[config.mk]
export PLATFORM = sky130hd
export DESIGN_NAME = usb_config_descriptor_walker
export DESIGN_NICKNAME = d
export VERILOG_FILES = /design/src/hw/rtl/ucdw_pkg.sv /design/src/hw/rtl/ucdw_queue.sv /design/src/hw/rtl/ucdw_front.sv /design/src/hw/rtl/ucdw_back.sv /design/src/hw/rtl/usb_config_descriptor_walker.sv
export SDC_FILE = /design/constraint.sdc
export NUM_CORES = 1
export LEC_CHECK = 0
export ABC_AREA = 1
export BUFFER_PORTS_ARGS = -buffer_cell sky130_fd_sc_hd__buf_2
export CELL_PAD_IN_SITES_DETAIL_PLACEMENT = 1
export CELL_PAD_IN_SITES_GLOBAL_PLACEMENT = 1
export CORE_MARGIN = 8
export CORE_UTILIZATION = 43
export CTS_CLUSTER_SIZE = 16
export DETAILED_ROUTE_END_ITERATION = 10
export PLACE_DENSITY_LB_ADDON = 0.1
export SLEW_MARGIN = 20
export SYNTH_ARGS = -nofsm -noshare
export SYNTH_HDL_FRONTEND = slang
export SYNTH_SLANG_ARGS = --single-unit
[constraint.sdc]
create_clock -name clk -period 10.82 [get_ports clk]
set_clock_uncertainty 0.2 [all_clocks]
set_input_delay 1.082 -clock clk [delete_from_list [all_inputs] [get_ports clk]]
set_output_delay 1.082 -clock clk [all_outputs]
set_load 0.01 [all_outputs]
[src/hw/rtl/ucdw_pkg.sv]
// ----------------------------------------------------------------------------
// ucdw_pkg
// Shared types and constants of the configuration descriptor walker: record
// layout, queue item layout, descriptor type codes and register indexes.
// ----------------------------------------------------------------------------
package ucdw_pkg;

  // default table sizes
  localparam int DEFAULT_MAX_INTERFACES = 8;
  localparam int DEFAULT_MAX_ENDPOINTS  = 8;

  // depth of the queue between front and back
  localparam int QUEUE_DEPTH = 2;

  // configuration port
  localparam int CFG_INDEX_W = 4;
  localparam int CFG_DATA_W  = 16;
  localparam logic [CFG_INDEX_W-1:0] REG_WANT_CLASS    = 4'd0;
  localparam logic [CFG_INDEX_W-1:0] REG_WANT_SUBCLASS = 4'd1;
  localparam logic [CFG_INDEX_W-1:0] REG_WANT_PROTOCOL = 4'd2;
  localparam logic [CFG_INDEX_W-1:0] REG_MIN_PACKET    = 4'd3;

  // descriptor type codes
  localparam logic [7:0] TYPE_CONFIG = 8'h02;
  localparam logic [7:0] TYPE_IFACE  = 8'h04;
  localparam logic [7:0] TYPE_EP     = 8'h05;
  localparam logic [7:0] TYPE_HID    = 8'h21;

  // length limits
  localparam logic [7:0] HDR_MIN_LEN  = 8'd4;
  localparam logic [7:0] DESC_MIN_LEN = 8'd2;
  localparam logic [2:0] HDR_MIN_BYTES = 3'd4;

  // captured bytes of a descriptor (bytes 2..7)
  localparam int CAPTURE_DEPTH = 6;

  // endpoint attribute codes
  localparam logic [1:0] XFER_INTERRUPT = 2'd3;

  // record kinds
  localparam logic [2:0] KIND_IFACE     = 3'd0;
  localparam logic [2:0] KIND_EP        = 3'd1;
  localparam logic [2:0] KIND_HID       = 3'd2;
  localparam logic [2:0] KIND_DONE_OK   = 3'd3;
  localparam logic [2:0] KIND_DONE_ERR  = 3'd4;

  typedef struct packed {
    logic [2:0]  kind;
    logic [3:0]  iface_slot;
    logic [3:0]  ep_slot;
    logic [7:0]  iface_class;
    logic [7:0]  iface_subclass;
    logic [7:0]  iface_protocol;
    logic [7:0]  ep_addr;
    logic [1:0]  xfer_type;
    logic [15:0] pkt_size;
    logic        match;
    logic [4:0]  total;
  } record_t;

  // what one input byte leaves for the back: a descriptor record, a done
  // record, or both
  typedef struct packed {
    logic    has_desc;
    record_t desc;
    logic    has_done;
    record_t done;
  } entry_t;

endpackage

[src/hw/rtl/ucdw_queue.sv]
// ----------------------------------------------------------------------------
// ucdw_queue
// Short register queue that carries per-byte result items from the front
// to the back.
// ----------------------------------------------------------------------------
module ucdw_queue #(
  parameter int DEPTH = ucdw_pkg::QUEUE_DEPTH
) (
  input  logic             clk,
  input  logic             rst,
  input  logic             push,
  input  ucdw_pkg::entry_t push_entry,
  output logic             full,
  input  logic             pop,
  output logic             empty,
  output ucdw_pkg::entry_t head
);
  import ucdw_pkg::*;

  localparam int AW = (DEPTH > 1) ? $clog2(DEPTH) : 1;
  localparam int CW = $clog2(DEPTH + 1);

  entry_t         slots [DEPTH];
  logic [AW-1:0]  wr_ptr;
  logic [AW-1:0]  rd_ptr;
  logic [CW-1:0]  count;
  logic           do_push;
  logic           do_pop;

  assign full    = (count == CW'(DEPTH));
  assign empty   = (count == '0);
  assign do_push = push & ~full;
  assign do_pop  = pop & ~empty;
  assign head    = slots[rd_ptr];

  // pointers and fill count
  always_ff @(posedge clk) begin
    if (rst) begin
      wr_ptr <= '0;
      rd_ptr <= '0;
      count  <= '0;
    end else begin
      if (do_push) begin
        wr_ptr <= (wr_ptr == AW'(DEPTH - 1)) ? '0 : wr_ptr + AW'(1);
      end
      if (do_pop) begin
        rd_ptr <= (rd_ptr == AW'(DEPTH - 1)) ? '0 : rd_ptr + AW'(1);
      end
      if (do_push && !do_pop) begin
        count <= count + CW'(1);
      end else if (do_pop && !do_push) begin
        count <= count - CW'(1);
      end
    end
  end

  // storage
  always_ff @(posedge clk) begin
    if (do_push) begin
      slots[wr_ptr] <= push_entry;
    end
  end

endmodule

[src/hw/rtl/ucdw_front.sv]
// ----------------------------------------------------------------------------
// ucdw_front
// Byte walker: holds configuration registers and walk state, takes one blob
// byte per cycle while q_full is low, classifies it, queues its records.
// ----------------------------------------------------------------------------
module ucdw_front #(
  parameter int MAX_INTERFACES = ucdw_pkg::DEFAULT_MAX_INTERFACES,
  parameter int MAX_ENDPOINTS  = ucdw_pkg::DEFAULT_MAX_ENDPOINTS
) (
  input  logic                             clk,
  input  logic                             rst,
  input  logic                             cfg_valid,
  output logic                             cfg_ready,
  input  logic [ucdw_pkg::CFG_INDEX_W-1:0] cfg_index,
  input  logic [ucdw_pkg::CFG_DATA_W-1:0]  cfg_data,
  input  logic                             in_valid,
  output logic                             in_ready,
  input  logic [7:0]                       data_byte,
  input  logic                             last_byte,
  input  logic                             q_full,
  output logic                             push,
  output ucdw_pkg::entry_t                 push_entry
);
  import ucdw_pkg::*;

  // configuration registers
  logic [7:0]  want_class;
  logic [7:0]  want_subclass;
  logic [7:0]  want_protocol;
  logic [15:0] min_packet;

  // walk state
  logic [2:0]  bytes_seen;
  logic        in_header;
  logic [7:0]  desc_length;
  logic [7:0]  desc_type;
  logic [7:0]  desc_position;
  logic        error_seen;
  logic [7:0]  capture [CAPTURE_DEPTH];
  logic [4:0]  iface_count;
  logic        cur_iface_valid;
  logic [4:0]  cur_ep_count;
  logic        match_iface_valid;
  logic [3:0]  match_iface_slot;
  logic        match_ep_valid;
  logic [15:0] match_mp;
  logic [7:0]  match_addr;
  logic [3:0]  match_ep_slot;

  // next values
  logic [2:0]  bytes_seen_next;
  logic        in_header_next;
  logic [7:0]  desc_length_next;
  logic [7:0]  desc_type_next;
  logic [7:0]  desc_position_next;
  logic        error_seen_next;
  logic [7:0]  capture_next [CAPTURE_DEPTH];
  logic [4:0]  iface_count_next;
  logic        cur_iface_valid_next;
  logic [4:0]  cur_ep_count_next;
  logic        match_iface_valid_next;
  logic [3:0]  match_iface_slot_next;
  logic        match_ep_valid_next;
  logic [15:0] match_mp_next;
  logic [7:0]  match_addr_next;
  logic [3:0]  match_ep_slot_next;

  logic        accept;
  logic        complete;
  logic        error_final;
  logic [7:0]  ep_addr;
  logic [1:0]  ep_xfer;
  logic [15:0] ep_mp;
  logic [3:0]  cur_islot;
  record_t     desc_rec;
  logic        has_desc;
  record_t     done_rec;

  assign cfg_ready = 1'b1;
  assign in_ready  = ~q_full;
  assign accept    = in_valid & in_ready;
  assign push      = accept & (has_desc | last_byte);

  always_comb begin
    push_entry          = '0;
    push_entry.has_desc = has_desc;
    push_entry.desc     = desc_rec;
    push_entry.has_done = last_byte;
    push_entry.done     = done_rec;
  end

  // byte walk, descriptor completion and done status
  always_comb begin
    bytes_seen_next        = bytes_seen;
    in_header_next         = in_header;
    desc_length_next       = desc_length;
    desc_type_next         = desc_type;
    desc_position_next     = desc_position;
    error_seen_next        = error_seen;
    capture_next           = capture;
    iface_count_next       = iface_count;
    cur_iface_valid_next   = cur_iface_valid;
    cur_ep_count_next      = cur_ep_count;
    match_iface_valid_next = match_iface_valid;
    match_iface_slot_next  = match_iface_slot;
    match_ep_valid_next    = match_ep_valid;
    match_mp_next          = match_mp;
    match_addr_next        = match_addr;
    match_ep_slot_next     = match_ep_slot;
    complete               = 1'b0;
    has_desc               = 1'b0;
    desc_rec               = '0;
    done_rec               = '0;
    error_final            = 1'b0;

    if (!error_seen) begin
      if (in_header) begin
        // configuration header: check length and type, then skip it
        if (desc_position == 8'd0) begin
          desc_length_next = data_byte;
        end else if (desc_position == 8'd1) begin
          desc_type_next = data_byte;
          if (desc_length < HDR_MIN_LEN || data_byte != TYPE_CONFIG) begin
            error_seen_next = 1'b1;
          end
        end
        if (bytes_seen < HDR_MIN_BYTES) begin
          bytes_seen_next = bytes_seen + 3'd1;
        end
        desc_position_next = desc_position + 8'd1;
        if (!error_seen_next && desc_position_next >= 8'd2 &&
            desc_position_next == desc_length_next) begin
          in_header_next     = 1'b0;
          desc_position_next = '0;
        end
      end else begin
        // descriptor body: length, type, then captured bytes
        if (desc_position == 8'd0) begin
          desc_length_next = data_byte;
          desc_type_next   = '0;
          for (int i = 0; i < CAPTURE_DEPTH; i++) begin
            capture_next[i] = '0;
          end
          if (data_byte < DESC_MIN_LEN) begin
            error_seen_next = 1'b1;
          end
        end else if (desc_position == 8'd1) begin
          desc_type_next = data_byte;
        end else begin
          for (int i = 0; i < CAPTURE_DEPTH; i++) begin
            if (desc_position == 8'(i + 2)) begin
              capture_next[i] = data_byte;
            end
          end
        end
        if (!error_seen_next) begin
          desc_position_next = desc_position + 8'd1;
          if (desc_position_next >= 8'd2 && desc_position_next == desc_length_next) begin
            complete           = 1'b1;
            desc_position_next = '0;
          end
        end
      end
    end

    ep_addr   = capture_next[0];
    ep_xfer   = capture_next[1][1:0];
    ep_mp     = {capture_next[3], capture_next[2]};
    cur_islot = 4'(iface_count - 5'd1);

    // finished descriptor
    if (complete) begin
      if (desc_type_next == TYPE_IFACE) begin
        if (iface_count < 5'(MAX_INTERFACES)) begin
          iface_count_next     = iface_count + 5'd1;
          cur_iface_valid_next = 1'b1;
          cur_ep_count_next    = '0;
          if (!match_iface_valid && capture_next[3] == want_class &&
              capture_next[4] == want_subclass && capture_next[5] == want_protocol) begin
            match_iface_valid_next = 1'b1;
            match_iface_slot_next  = iface_count[3:0];
          end
          has_desc                = 1'b1;
          desc_rec.kind           = KIND_IFACE;
          desc_rec.iface_slot     = iface_count[3:0];
          desc_rec.iface_class    = capture_next[3];
          desc_rec.iface_subclass = capture_next[4];
          desc_rec.iface_protocol = capture_next[5];
        end else begin
          cur_iface_valid_next = 1'b0;
        end
      end else if (desc_type_next == TYPE_EP) begin
        if (cur_iface_valid && cur_ep_count < 5'(MAX_ENDPOINTS)) begin
          cur_ep_count_next = cur_ep_count + 5'd1;
          if (match_iface_valid && !match_ep_valid && match_iface_slot == cur_islot &&
              ep_addr[7] && ep_xfer == XFER_INTERRUPT && ep_mp >= min_packet) begin
            match_ep_valid_next = 1'b1;
            match_mp_next       = ep_mp;
            match_addr_next     = ep_addr;
            match_ep_slot_next  = cur_ep_count[3:0];
          end
          has_desc            = 1'b1;
          desc_rec.kind       = KIND_EP;
          desc_rec.iface_slot = cur_islot;
          desc_rec.ep_slot    = cur_ep_count[3:0];
          desc_rec.ep_addr    = ep_addr;
          desc_rec.xfer_type  = ep_xfer;
          desc_rec.pkt_size   = ep_mp;
        end
      end else if (desc_type_next == TYPE_HID) begin
        if (cur_iface_valid) begin
          has_desc            = 1'b1;
          desc_rec.kind       = KIND_HID;
          desc_rec.iface_slot = cur_islot;
        end
      end
    end
    desc_rec.total = iface_count_next;

    // end of blob: status and matched endpoint
    error_final = error_seen_next;
    if (!error_seen_next) begin
      if (in_header_next && bytes_seen_next < HDR_MIN_BYTES) begin
        error_final = 1'b1;
      end
      if (!in_header_next && desc_position_next != 8'd0) begin
        error_final = 1'b1;
      end
    end
    done_rec.kind  = error_final ? KIND_DONE_ERR : KIND_DONE_OK;
    done_rec.total = iface_count_next;
    if (!error_final && match_ep_valid_next) begin
      done_rec.iface_slot = match_iface_slot_next;
      done_rec.ep_slot    = match_ep_slot_next;
      done_rec.ep_addr    = match_addr_next;
      done_rec.xfer_type  = XFER_INTERRUPT;
      done_rec.pkt_size   = match_mp_next;
      done_rec.match      = 1'b1;
    end
  end

  // configuration registers
  always_ff @(posedge clk) begin
    if (rst) begin
      want_class    <= '0;
      want_subclass <= '0;
      want_protocol <= '0;
      min_packet    <= '0;
    end else if (cfg_valid && cfg_ready) begin
      case (cfg_index)
        REG_WANT_CLASS:    want_class    <= cfg_data[7:0];
        REG_WANT_SUBCLASS: want_subclass <= cfg_data[7:0];
        REG_WANT_PROTOCOL: want_protocol <= cfg_data[7:0];
        REG_MIN_PACKET:    min_packet    <= cfg_data;
        default: ;
      endcase
    end
  end

  // walk state, back to reset after each last byte
  always_ff @(posedge clk) begin
    if (rst || (accept && last_byte)) begin
      bytes_seen        <= '0;
      in_header         <= 1'b1;
      desc_length       <= '0;
      desc_type         <= '0;
      desc_position     <= '0;
      error_seen        <= 1'b0;
      for (int i = 0; i < CAPTURE_DEPTH; i++) begin
        capture[i] <= '0;
      end
      iface_count       <= '0;
      cur_iface_valid   <= 1'b0;
      cur_ep_count      <= '0;
      match_iface_valid <= 1'b0;
      match_iface_slot  <= '0;
      match_ep_valid    <= 1'b0;
      match_mp          <= '0;
      match_addr        <= '0;
      match_ep_slot     <= '0;
    end else if (accept) begin
      bytes_seen        <= bytes_seen_next;
      in_header         <= in_header_next;
      desc_length       <= desc_length_next;
      desc_type         <= desc_type_next;
      desc_position     <= desc_position_next;
      error_seen        <= error_seen_next;
      capture           <= capture_next;
      iface_count       <= iface_count_next;
      cur_iface_valid   <= cur_iface_valid_next;
      cur_ep_count      <= cur_ep_count_next;
      match_iface_valid <= match_iface_valid_next;
      match_iface_slot  <= match_iface_slot_next;
      match_ep_valid    <= match_ep_valid_next;
      match_mp          <= match_mp_next;
      match_addr        <= match_addr_next;
      match_ep_slot     <= match_ep_slot_next;
    end
  end

endmodule

[src/hw/rtl/ucdw_back.sv]
// ----------------------------------------------------------------------------
// ucdw_back
// Result issue: sends the records of queued items through an output register,
// one per cycle while out_ready is high, marking each byte's last record.
// ----------------------------------------------------------------------------
module ucdw_back (
  input  logic              clk,
  input  logic              rst,
  input  logic              q_empty,
  input  ucdw_pkg::entry_t  q_head,
  output logic              q_pop,
  output logic              out_valid,
  input  logic              out_ready,
  output ucdw_pkg::record_t out_rec,
  output logic              out_final
);
  import ucdw_pkg::*;

  logic    phase;
  logic    load;
  logic    two;
  logic    finish;
  record_t sel;

  // pick the record of the head item that goes out next
  assign load   = ~out_valid | out_ready;
  assign two    = q_head.has_desc & q_head.has_done;
  assign finish = ~(two & ~phase);
  assign sel    = (q_head.has_desc && !phase) ? q_head.desc : q_head.done;
  assign q_pop  = load & ~q_empty & finish;

  // control
  always_ff @(posedge clk) begin
    if (rst) begin
      out_valid <= 1'b0;
      phase     <= 1'b0;
    end else if (load) begin
      out_valid <= ~q_empty;
      if (!q_empty) begin
        phase <= ~finish;
      end
    end
  end

  // output payload
  always_ff @(posedge clk) begin
    if (load && !q_empty) begin
      out_rec   <= sel;
      out_final <= finish;
    end
  end

endmodule

[src/hw/rtl/usb_config_descriptor_walker.sv]
// ----------------------------------------------------------------------------
// usb_config_descriptor_walker
// Walks a configuration descriptor blob byte by byte and reports interface,
// endpoint and HID records plus a final status with the matched endpoint.
// ----------------------------------------------------------------------------
// The block takes one blob byte per clock cycle while the queue has room;
// the byte walker checks and classifies each byte combinationally. Records
// go through a two-item queue and an output register, one record per cycle
// while out_ready is high, so a byte that completes a descriptor and also
// ends the blob gives two records, descriptor first. Configuration writes
// are taken at any time with cfg_ready held high; write them only while no
// blob is being walked.
module usb_config_descriptor_walker #(
  parameter int MAX_INTERFACES = ucdw_pkg::DEFAULT_MAX_INTERFACES,
  parameter int MAX_ENDPOINTS  = ucdw_pkg::DEFAULT_MAX_ENDPOINTS
) (
  input  logic                             clk,
  input  logic                             rst,
  input  logic                             cfg_valid,
  output logic                             cfg_ready,
  input  logic [ucdw_pkg::CFG_INDEX_W-1:0] cfg_index,
  input  logic [ucdw_pkg::CFG_DATA_W-1:0]  cfg_data,
  input  logic                             in_valid,
  output logic                             in_ready,
  input  logic [7:0]                       data_byte,
  input  logic                             last_byte,
  output logic                             out_valid,
  input  logic                             out_ready,
  output logic [2:0]                       record_kind,
  output logic [3:0]                       interface_slot,
  output logic [3:0]                       endpoint_slot,
  output logic [7:0]                       interface_class,
  output logic [7:0]                       interface_subclass,
  output logic [7:0]                       interface_protocol,
  output logic [7:0]                       endpoint_address,
  output logic [1:0]                       xfer_kind,
  output logic [15:0]                      packet_size,
  output logic                             match_found,
  output logic [4:0]                       interfaces_total,
  output logic                             final_record
);
  import ucdw_pkg::*;

  logic    q_full;
  logic    q_empty;
  logic    push;
  logic    pop;
  entry_t  push_entry;
  entry_t  head;
  record_t rec;

  ucdw_front #(
    .MAX_INTERFACES(MAX_INTERFACES),
    .MAX_ENDPOINTS (MAX_ENDPOINTS)
  ) u_front (
    .clk       (clk),
    .rst       (rst),
    .cfg_valid (cfg_valid),
    .cfg_ready (cfg_ready),
    .cfg_index (cfg_index),
    .cfg_data  (cfg_data),
    .in_valid  (in_valid),
    .in_ready  (in_ready),
    .data_byte (data_byte),
    .last_byte (last_byte),
    .q_full    (q_full),
    .push      (push),
    .push_entry(push_entry)
  );

  ucdw_queue #(
    .DEPTH(QUEUE_DEPTH)
  ) u_queue (
    .clk       (clk),
    .rst       (rst),
    .push      (push),
    .push_entry(push_entry),
    .full      (q_full),
    .pop       (pop),
    .empty     (q_empty),
    .head      (head)
  );

  ucdw_back u_back (
    .clk      (clk),
    .rst      (rst),
    .q_empty  (q_empty),
    .q_head   (head),
    .q_pop    (pop),
    .out_valid(out_valid),
    .out_ready(out_ready),
    .out_rec  (rec),
    .out_final(final_record)
  );

  // record fields to ports
  assign record_kind        = rec.kind;
  assign interface_slot     = rec.iface_slot;
  assign endpoint_slot      = rec.ep_slot;
  assign interface_class    = rec.iface_class;
  assign interface_subclass = rec.iface_subclass;
  assign interface_protocol = rec.iface_protocol;
  assign endpoint_address   = rec.ep_addr;
  assign xfer_kind          = rec.xfer_type;
  assign packet_size        = rec.pkt_size;
  assign match_found        = rec.match;
  assign interfaces_total   = rec.total;

endmodule
==> impl_metrics.ini <==
[outcome]
run_status = complete, no violations

[floorplanning]
num_rows = 78
core-area_um2 = 45000
die_h_um = 229
start_util_pct = 43.2
ioPinCount = 105
die_x_um = 229
dieArea_um2 = 52300

[clock_network]
cts-root-buf = clkbuf_16
cts-resized-gates = 0
cts_setup_buffers = 0
clkTransAtPathRegs_ns = 0.06
cts_hold_buffers = 0
cts_max_path_buffers = 3
h-tree-depth = 2
clock-sinks = 435
tritoncts = built
insertion_delay_ns = 0.58
cts_buffers = 48

[min_path]
hp-class = flop to flop

[detailed_routing]
dr.pass1.iters = 5
drtIter0Drc = 976
wl_per_cell_um = 21.2
num_vias = 14908
ant_nets = 0
drt_wl_total_um = 59000
drcViolationCount = 0
routed_via_density = 5.36

[placed_design]
gp_congestion = 0.887
post-dp-hpwl_um = 41400
pre_cts_slack_ns = 4.79
port_buffers = 103

[timing]
slew_headroom_pct = 32.8
fmax_mhz = 165
setup_slack_ns = 4.75
min_period_over_period_pct = 56.1
period_minus_slack_ns = 6.07
fin_tns_setup_ns = 0
worst_pin_slew_ns = 1.00
setup_viol = 0
rsz0062_at_grt = no
finalHoldViolCount = 0
drv_slew = 0

[finish]
layout-drive-gt1-share_pct = 12.8
finalNetCount = 2204
insertedDiodeCount = 0
area_growth_pct = 13.2

[worst_setup_path]
crit_chain = inv_1, ha_1, inv_1, nor2_2, nand2_4, nor2_2, inv_2, nand3_1, inv_1, ha_1, nand2_1, inv_1, nand3_1, nor3_1, nand3_1, nand3_1, nand3_4, nand2_2, nand3_4, nor2_1
path_max_fanout = 55
crit_path_start_kind = flop
cp.required_ns = 11.02
cp_slowest_cell = nor2_2
rrSetupSlack_ns = 4.75
critPathCaptureType = flop
crit_type = flop to flop
max_stage_delay_ns = 0.76
cp.arrival_ns = 6.27

[logic_synthesis]
synth_ff_type = edfxtp_1
async_reset_ff_share_pct = 0
syn_avg_cell_area_um2 = 9.40
synth.top_cell.area_share_pct = 42.0
yosys-top-cells-area = edfxtp_1 42%, dfxtp_1 17%, nand2_1 6.8%
synth_edf_count = 272
synth_top_area_cell = edfxtp_1
ys_warn_count = 0
syn_area_um2 = 19400
ys_seq_elements = 435
synth-seq-area-share_pct = 58.8
synthCells = 2068
ys_types = 53

[power_and_ir_drop]
power_density_nw_per_um2 = 235
total_leakage_power_nw = 8.64
max-vdd-ir-drop_uv = 135

[global_route]
grt_pass1_wl_um = 91200
first_global_vias = 15212
antenna_found_initial = 1
grt_max_degree = 71
grt_usage_pct = 22.2
overflow = 0

[run]
drv_cap = 0
## synth_stat cells, types with 8 or more instances
| master | count |
|---|---|
| a21oi_1 | 164 |
| buf_1 | 10 |
| buf_2 | 15 |
| clkbuf_1 | 61 |
| dfxtp_1 | 163 |
| edfxtp_1 | 272 |
| ha_1 | 27 |
| inv_1 | 225 |
| inv_2 | 8 |
| mux2i_1 | 32 |
| nand2_1 | 354 |
| nand3_1 | 65 |
| nand4_1 | 19 |
| nor2_1 | 233 |
| nor2_2 | 9 |
| nor3_1 | 15 |
| o211ai_1 | 56 |
| o21a_1 | 17 |
| o21ai_0 | 186 |
| o22ai_1 | 10 |
| or2_2 | 40 |
| xor2_1 | 14 |
## sequential cells by signal (all words and copies together), names as in the netlist, 16 cells and up, named ones only
name,count
u_back.out_rec,67
u_queue.slots,204
u_front.min_packet,16
u_front.match_mp,16
u_front.capture,42
## cell usage in the layout (no fill, tap or decap), types with 6 or more instances in the layout
| master | instances |
|---|---|
| inv_2 | 11 |
| o211ai_1 | 56 |
| or2_2 | 40 |
| clkbuf_1 | 21 |
| o22ai_1 | 10 |
| clkinv_2 | 8 |
| nor2_2 | 9 |
| inv_1 | 222 |
| dfxtp_1 | 162 |
| o21ai_0 | 186 |
| nand2_2 | 9 |
| buf_4 | 18 |
| clkbuf_16 | 48 |
| a21oi_1 | 162 |
| bufinv_16 | 6 |
| nand3_1 | 65 |
| mux2i_1 | 32 |
| nor3_1 | 14 |
| nor2_1 | 233 |
| nand2_1 | 352 |
| nand4_1 | 19 |
| o21ai_1 | 7 |
| edfxtp_1 | 272 |
| o21a_1 | 17 |
| xor2_1 | 14 |
| buf_2 | 103 |
| ha_1 | 27 |
## critical path: cells and delay by family, from the launching register on
family                     cells  cell delay [ns]
adders and majority gates      2             0.58
buffers and inverters          5             1.01
DFF                            1             0.40
and+or+nand+nor               13             3.69
## routing by layer
metal	up-vias	GRT usage, %	part of all wire, %
met5	-	0	0
met1	7416	30.4	46
met2	300	35.9	46
met3	75	3.92	4.9
li1	7117	-	-
met4	0	6.24	2.2
## through the flow
step           hold WS, ns  cell area [um2]  utilization [%]  power (mW)  instances
2_1_floorplan        0.218            19400                -        3.08       2069
3_3_place_gp         0.226            20400             45.4        3.54       2693
3_5_place_dp         0.238            20400             45.4        3.58       2693
4_1_cts              0.246            22000             48.9        5.23       2782
5_1_grt              0.267            22000             48.9        5.44       2782
6_report             0.247            22000             48.9        5.17       2782
## cell families after synthesis
| family | Yosys count | synth area share (%) |
|---|---|---|
| AO/OA/AOI/OAI | 462 | 13.2 |
| XOR/XNOR | 15 | 0.676 |
| adder cells (fa/ha/maj) | 27 | 1.74 |
| buffers and inverters | 333 | 6.86 |
| flip-flops | 435 | 58.8 |
| multiplexers | 32 | 1.65 |
| other | 2 | 0.0386 |
| AND/OR/NAND/NOR | 762 | 17.0 |
## cell type report
type,instances,area [um2]
clock inverters,19,269
fillers,5146,23000
inverters,236,888
flip-flops and latches,435,11400
repair buffers,121,651
clock buffers,70,1290
multi-input cells,1301,6720
well taps,600,751
## path summary, 6_finish.rpt
path	from	end	cells past startpoint
setup / recovery	u_front.desc_position[0]$_SDFFE_PP0P_	u_queue.slots[0][37]$_DFFE_PP_	20
hold / removal	u_front.match_ep_slot[3]$_SDFFE_PP0P_	u_front.match_ep_slot[3]$_SDFFE_PP0P_	2
setup reg to reg	u_front.desc_position[0]$_SDFFE_PP0P_	u_queue.slots[0][37]$_DFFE_PP_	20
hold reg to reg	u_front.match_ep_slot[3]$_SDFFE_PP0P_	u_front.match_ep_slot[3]$_SDFFE_PP0P_	2
## power by group
part	total [mW]	switching (mW)	internal, mW
clock	1.65	0.670	0.975
sequential	2.20	0.113	2.08
combinational	1.33	0.919	0.408
total	5.17	1.70	3.47
Note: power is estimated with default switching activity, not from simulation.
